--- src/qap_div.sv ---
// Unsigned restoring divider, one quotient bit per cycle.
module qap_div #(
	parameter int NUM_W = 22,
	parameter int DEN_W = 7
) (
	input  logic             clk,
	input  logic             arst_n,
	input  logic             start,
	input  logic [NUM_W-1:0] numer,
	input  logic [DEN_W-1:0] denom,
	output logic             done,
	output logic [NUM_W-1:0] quot
);

	localparam int CNT_W = $clog2(NUM_W + 1);

	logic [NUM_W-1:0] quot_q;
	logic [DEN_W-1:0] rem_q;
	logic [DEN_W-1:0] den_q;
	logic [CNT_W-1:0] cnt_q;
	logic             run_q;
	logic             done_q;

	logic [DEN_W:0]   trial;
	logic [DEN_W:0]   diff;
	logic             ge;

	// Bring down the next numerator bit and try a subtract
	assign trial = {rem_q, quot_q[NUM_W-1]};
	assign diff  = trial - {1'b0, den_q};
	assign ge    = (trial >= {1'b0, den_q});

	always_ff @(posedge clk or negedge arst_n) begin
		if (!arst_n) begin
			run_q  <= 1'b0;
			done_q <= 1'b0;
			cnt_q  <= '0;
		end else begin
			done_q <= 1'b0;
			if (start) begin
				run_q <= 1'b1;
				cnt_q <= CNT_W'(NUM_W);
			end else if (run_q) begin
				cnt_q <= cnt_q - 1'b1;
				if (cnt_q == CNT_W'(1)) begin
					run_q  <= 1'b0;
					done_q <= 1'b1;
				end
			end
		end
	end

	always_ff @(posedge clk) begin
		if (start) begin
			quot_q <= numer;
			rem_q  <= '0;
			den_q  <= denom;
		end else if (run_q) begin
			quot_q <= {quot_q[NUM_W-2:0], ge};
			rem_q  <= ge ? diff[DEN_W-1:0] : trial[DEN_W-1:0];
		end
	end

	assign done = done_q;
	assign quot = quot_q;

endmodule

--- config.mk ---
export PLATFORM = sky130hd
export DESIGN_NAME = qap_div
export DESIGN_NICKNAME = d
export VERILOG_FILES = /design/src/qap_div.sv
export SDC_FILE = /design/constraint.sdc
export NUM_CORES = 1
export LEC_CHECK = 0
export ABC_CLOCK_PERIOD_IN_PS = 2120
export BUFFER_PORTS_ARGS = -buffer_cell sky130_fd_sc_hd__buf_4
export CAP_MARGIN = 15
export CORE_AREA = 3 3 86 88
export CTS_BUF_LIST = sky130_fd_sc_hd__clkbuf_4 sky130_fd_sc_hd__clkbuf_8
export DETAILED_ROUTE_END_ITERATION = 10
export DIE_AREA = 0 0 89 91
export PLACE_DENSITY = 0.56
export SYNTH_ARGS = -nofsm -noshare
export SYNTH_HDL_FRONTEND = slang
export SYNTH_SLANG_ARGS = --single-unit
--- constraint.sdc ---
create_clock -name clk -period 2.12 [get_ports clk]
set_clock_uncertainty 0.1 [all_clocks]
set_input_delay 0.106 -clock clk [delete_from_list [all_inputs] [get_ports clk]]
set_output_delay 0.106 -clock clk [all_outputs]
set_load 0.05 [all_outputs]
* Word level (Yosys, flattened, before mapping) *
Index checks and enable logic that the tools add are counted.

cells by class
  equality and inequality tests = 1
  $lt $le $gt $ge = 1
  reduce and logical (&&, ||, !) cells = 1
  $add $sub $neg = 2
  mux-type cells = 11

operator list
  operator                                              count
  two-way mux 22 bit                                    2
  two-way mux 5 bit                                     2
  greater-or-equal comparator 8 x 7 -> 1 bit            1
  two-way mux 7 bit                                     1
  subtractor 7 bit                                      1
  two-way mux 1 bit                                     6
  equality test 5 x 1 -> 1 bit (second input constant)  1
  subtractor 5 x 1 -> 5 bit (second input constant)     1
  nonzero test 2 bit                                    1

storage, ports and cells
  input bits = 32
  flip-flop bits (word level) = 43
  output and inout bits = 23
  word-level logic and storage cells = 22

* Longest topological paths before layout *
  depth after elaboration = 4
  gate-level depth with buffers = 9
  mapped depth without buffers = 7

* Least setup slack after synthesis *
OpenSTA, ideal clock, no wires.

  path type = flip-flop to flip-flop
  from = register quot_q[21], in the netlist quot[21]
  to = register rem_q[0]
  cell stages (with the launch flop) = 10
  data arrival time = 2,452 ps
  path slack = -520 ps
  period minus slack after synthesis = 2,640 ps
  setup time = 88 ps
  buffers on the path = 2
  cells stage by stage = edfxtp_1 inv_1 ha_1 fa_1 nand2b_1 a211o_1 buf_6 and3_1 buf_6 a311oi_2

on the way
  longest elaborated chain between the ends = 2

ends and longest elaborated chain
  what                                                                            RTL line  source
  start: declaration                                                              17        logic [NUM_W-1:0] quot_q;
  start signal: assignment                                                        55        quot_q <= numer;
  start signal: assignment                                                        59        quot_q <= {quot_q[NUM_W-2:0], ge};
  subtractor 7 bit or greater-or-equal comparator 8 x 7 -> 1 bit (tied branches)  30, 31
  two-way mux 7 bit (*)                                                           60        rem_q <= ge ? diff[DEN_W-1:0] : trial[DEN_W-1:0];
  end signal: assignment                                                          60
  end: declaration                                                                18        logic [DEN_W-1:0] rem_q;

Every way passes the cells marked *; elsewhere a longest branch is shown, timed or not.
A chain may end at the register's enable or synchronous reset.

* Final worst setup path *
  from = register den_q[0]
  to = register rem_q[6]

on the way
  longest elaborated chain between the ends = 2

ends and longest elaborated chain
  what                                                                            RTL line  source
  start: declaration                                                              19        logic [DEN_W-1:0] den_q;
  start signal: assignment                                                        57        den_q <= denom;
  subtractor 7 bit or greater-or-equal comparator 8 x 7 -> 1 bit (tied branches)  30, 31
  two-way mux 7 bit (*)                                                           60

Marked as above.

==> summary.md <==
The initial antenna violation count is 0, and the net switching power figure is 0.001120 W. The run gives 0.0003318 V as the peak supply drop. Entering global routing, the biggest net connects 30 pins.

The first global-routing pass estimated 8004 um of wire. The clock slew at the register clock pins of the worst setup and hold paths was 80 ps. The floorplan has 30 rows. The floorplan step set the die width to 89 um. The final wirelength was 4874 um. In this run the tightest slew margin relative to its limit is 65.11%. The class of the tightest hold or removal check was in -> reg. For the worst setup path, the data arrival time is 2140 ps.

At the end of routability-driven placement, the weighted congestion stood at 0.7277. The core region is 0.006719 mm2. Net switching is 37.36% of the power. The most used flip-flop cell after synthesis is sky130_fd_sc_hd__edfxtp_1. In the post-route analysis, the smallest setup slack over all paths is 72.27 ps.

The tools report the area of the multi-input gates as 0.001051 mm2. Of all nets on the critical path, the largest fanout is 8. The number of CTS-inserted buffers was 5. The worst setup path is launched from a flop. The fill cell total of the finished layout is 628.

For this design, the sink count on the clock tree is 43. For this run, the total global-route usage over all layers was measured as 12.65%. The clock network latency to the later pin of the worst-skew pair was 300 ps.

The dominant cell type by area after synthesis is sky130_fd_sc_hd__edfxtp_1. Synthesis inferred 43 register bits. The maximum buffer depth of the clock tree is 2, and the number of maximum-capacitance violations is 0. Average detailed-routed wire length per instance: 14.21 um.

Measured in cells, the most critical reg-to-reg path has a length of 7. The minimum setup slack among reg-to-reg paths is 70 ps, and the via-per-instance ratio is 4.816. Based on the critical path, the design can be clocked at up to 0.4883 GHz.

For the number of global-route vias before repair, the log shows 1619. In this run, synthesis inferred 29 flip-flops with an integrated enable. The max-slew violation count is 0.

The worst path in the final design needs a cycle of 2048 ps, including I/O delays and setup. The worst-case hold slack is 14.64 ps, and the sequential share of power is 38.3%. Along the worst hold path, the cell count comes to 2. The first TritonRoute pass finished after 4 iterations.

For this run, the register share of the synthesized area comes to 51.55%. The worst reg2reg path endpoint is rem_q[6]. After the first detailed-routing iteration, the DRC count stood at 63.

The signal on the critical path passes through ha_4, fa_2, nand2b_4, a211o_1, buf_4, a41oi_1, o21ai_2. The slowest stage cell on the critical path was sky130_fd_sc_hd__edfxtp_1. The mean instance size in the synthesized netlist was 12.17 um2; the die outline area was 0.008099 mm2.

The post-route fraction of the period consumed by the critical path is 96.59%, and the fraction of registers with async set or reset after synthesis is 16.28%. The logs give 50 for the post-synthesis cell type count and 231 for the total nets after synthesis. The setup path with the least slack is of type reg -> reg. The setup-violating endpoint count in the final report is 0.

For the pin with the worst max-slew slack, the measured transition is 523.4 ps. In this run the biggest area consumer among cell types represents 37.85% of the synthesized area. The logs give 1652 for the vias after detailed routing and 0 for the remaining number of nets flagged by the antenna check after routing. Of the cells placed in the final design, the portion with a size suffix greater than 1 is 39.92%.

0 antenna diodes ended up in the layout. After the last flow step, the layout net total stands at 304. After synthesis, the cell types taking the most area are sky130_fd_sc_hd__edfxtp_1, sky130_fd_sc_hd__mux2_2, sky130_fd_sc_hd__dfrtp_1.

The tools report the post-place setup slack as 65.09 ps. TritonCTS built the clock tree. For this configuration, the core starts out at a cell density of 34.25%. For the DRC violation count after routing, the log shows 0. Launching instance or port of the critical path: den_q[0].

For the internal power, the log shows 0.001877 W. The cell count after synthesis came out at 189. During placement, the flow inserted port buffers numbering 54. In this design, the stage delay of the slowest critical-path cell is 420 ps. Summed over all layers, the global routing overflow is 0. Yosys printed 0 warnings.

From synthesis to final layout, the design area changed by 34.31%. Of the total power, combinational logic draws 44.6%. The cell area after synthesis was 0.002301 mm2.

The worst reg2reg path startpoint was den_q[0]. The final number of hold-violating endpoints was 0. Detailed placement finished with a half-perimeter wire length of 3422 um. Capturing element type of the critical path: a flop. Data on the critical path is required at its endpoint by 2210 ps. The clock share of power was 17.0%; the area taken by flip-flops and latches was 0.001186 mm2.

The timing endpoint of the critical path was rem_q[6]. The total power of the final layout came out at 0.002997 W. Master cell of the clock root buffer: sky130_fd_sc_hd__clkbuf_8.

For the I/O pin count, the log shows 55. In this run the static leakage power is 1.287 nW. From bottom edge to top edge, the die measures 91 um.

The run finished with clean final reports. In this run the power density over the cells is 969.6 mW/mm2. The run gives 2 as the total number of H-tree levels. Setup repair after global routing could not meet its margin everywhere.
==> cell families after synthesis <==
logic type	after synthesis	synth area share, %
adders and majority gates	10	5.764
muxes	22	10.71
buffers and inverters	24	4.785
xor gates and xnor gates	6	2.284
AOI/OAI and AO/OA	34	12.83
DFF	43	51.55
and+or+nand+nor	50	12.07
==> critical path, delay by kind of cell, from the launching register on <==
family	cells	cell delay (ps)
AO/OA/AOI/OAI	3	580
adder cells (fa/ha/maj)	2	530
buffers and inverters	1	170
flip-flops	1	420
AND/OR/NAND/NOR	1	150
==> cells in the final DEF, fill, tap and decap left out, drive strengths merged, types with 2 or more instances in the layout <==
cell | Yosys | final
dlygate4sd3 | 0 | 17
or2 | 4 | 4
nor3b | 6 | 6
nand2b | 6 | 6
clkbuf | 7 | 5
nor2 | 12 | 12
nor2b | 5 | 5
nand2 | 8 | 8
a21o | 2 | 2
dfrtp | 7 | 7
a311oi | 3 | 3
o21ai | 6 | 6
nand4 | 2 | 2
o21a | 2 | 2
clkinv | 0 | 2
buf | 4 | 60
o31ai | 2 | 2
edfxtp | 29 | 29
dfxtp | 7 | 7
inv | 13 | 13
a31oi | 2 | 2
xnor2 | 5 | 5
mux2 | 21 | 21
o21bai | 2 | 2
a211oi | 2 | 2
ha | 9 | 9
a41oi | 4 | 4
==> power groups by stage <==
stage / clock (W) / combinational, W / sequential, W
after floorplan: 0 / 0.000820 / 0.00133
after global placement: 0 / 0.00129 / 0.00117
after detailed placement: 0 / 0.00129 / 0.00117
after CTS: 0.000536 / 0.00131 / 0.00115
after global routing: 0.000569 / 0.00148 / 0.00116
final: 0.000511 / 0.00134 / 0.00115
==> synthesized netlist by cell type (2+ instances only) <==
master and instances:
sky130_fd_sc_hd__a21o_1 2, sky130_fd_sc_hd__a311oi_2 2, sky130_fd_sc_hd__a31oi_1 2, sky130_fd_sc_hd__a41oi_1 4, sky130_fd_sc_hd__buf_6 2, sky130_fd_sc_hd__clkbuf_1 7, sky130_fd_sc_hd__dfrtp_1 7, sky130_fd_sc_hd__dfxtp_1 7
sky130_fd_sc_hd__edfxtp_1 29, sky130_fd_sc_hd__ha_1 9, sky130_fd_sc_hd__inv_1 13, sky130_fd_sc_hd__mux2_2 21, sky130_fd_sc_hd__nand2_1 8, sky130_fd_sc_hd__nand2b_1 6, sky130_fd_sc_hd__nand4_1 2, sky130_fd_sc_hd__nor2_1 12
sky130_fd_sc_hd__nor2b_1 5, sky130_fd_sc_hd__nor3b_1 6, sky130_fd_sc_hd__o21a_1 2, sky130_fd_sc_hd__o21ai_0 4, sky130_fd_sc_hd__o21ai_1 2, sky130_fd_sc_hd__o21bai_1 2, sky130_fd_sc_hd__o31ai_2 2, sky130_fd_sc_hd__or2_2 3
sky130_fd_sc_hd__xnor2_1 5
==> registers in the layout, indices dropped and copies added (netlist names) <==
| register | cells |
|---|---|
| quot | 22 |
| run_q | 1 |
| cnt_q | 5 |
| rem_q | 7 |
| den_q | 7 |
| done | 1 |
==> per-stage QoR <==
stage | TNS, ps | std cells | instance area, um2 | utilization [%]
floorplan | -2169 | 189 | 2328 | -
global placement | 0 | 317 | 2810 | 41.83
detailed placement | 0 | 317 | 2810 | 41.83
CTS | 0 | 336 | 3004 | 44.71
global route | -34.34 | 343 | 3090 | 46.00
finish | 0 | 343 | 3090 | 46.00
==> per-layer routing <==
| metal | share of wire (%) | vias to the layer above | track usage (%) |
|---|---|---|---|
| met2 | 49 | 25 | 20.05 |
| met5 | 0 | - | 0 |
| met1 | 46 | 788 | 16.53 |
| li1 | - | 834 | - |
| met3 | 3.1 | 5 | 3.539 |
| met4 | 1.5 | 0 | 4.094 |
==> what timing repair did <==
action                     4_1_cts  5_1_grt
hold buffers                    11        6
gates resized for setup          0        3
setup buffers                    0        1
setup endpoints to repair        0        3
hold endpoints to repair        17        6
==> worst min-delay path by stage <==
stage	start	endpoint	slack, ps
4_1_cts	numer[6]	quot[6]	2
3_3_place_gp	arst_n	done	-170
6_report	numer[20]	quot[20]	10
2_1_floorplan	arst_n	cnt_q[0]	-290
3_5_place_dp	arst_n	done	-180
5_1_grt	numer[19]	quot[19]	2
==> final cells by class <==
type	count	area share, %
clock buffers	5	2.227
repair buffers	77	20.08
multi-input cells	122	34.01
clock inverters	3	0.4858
inverters	13	1.579
flip-flops and latches	43	38.38
well taps	80	3.239
Note: power is estimated with default switching activity, not from simulation.
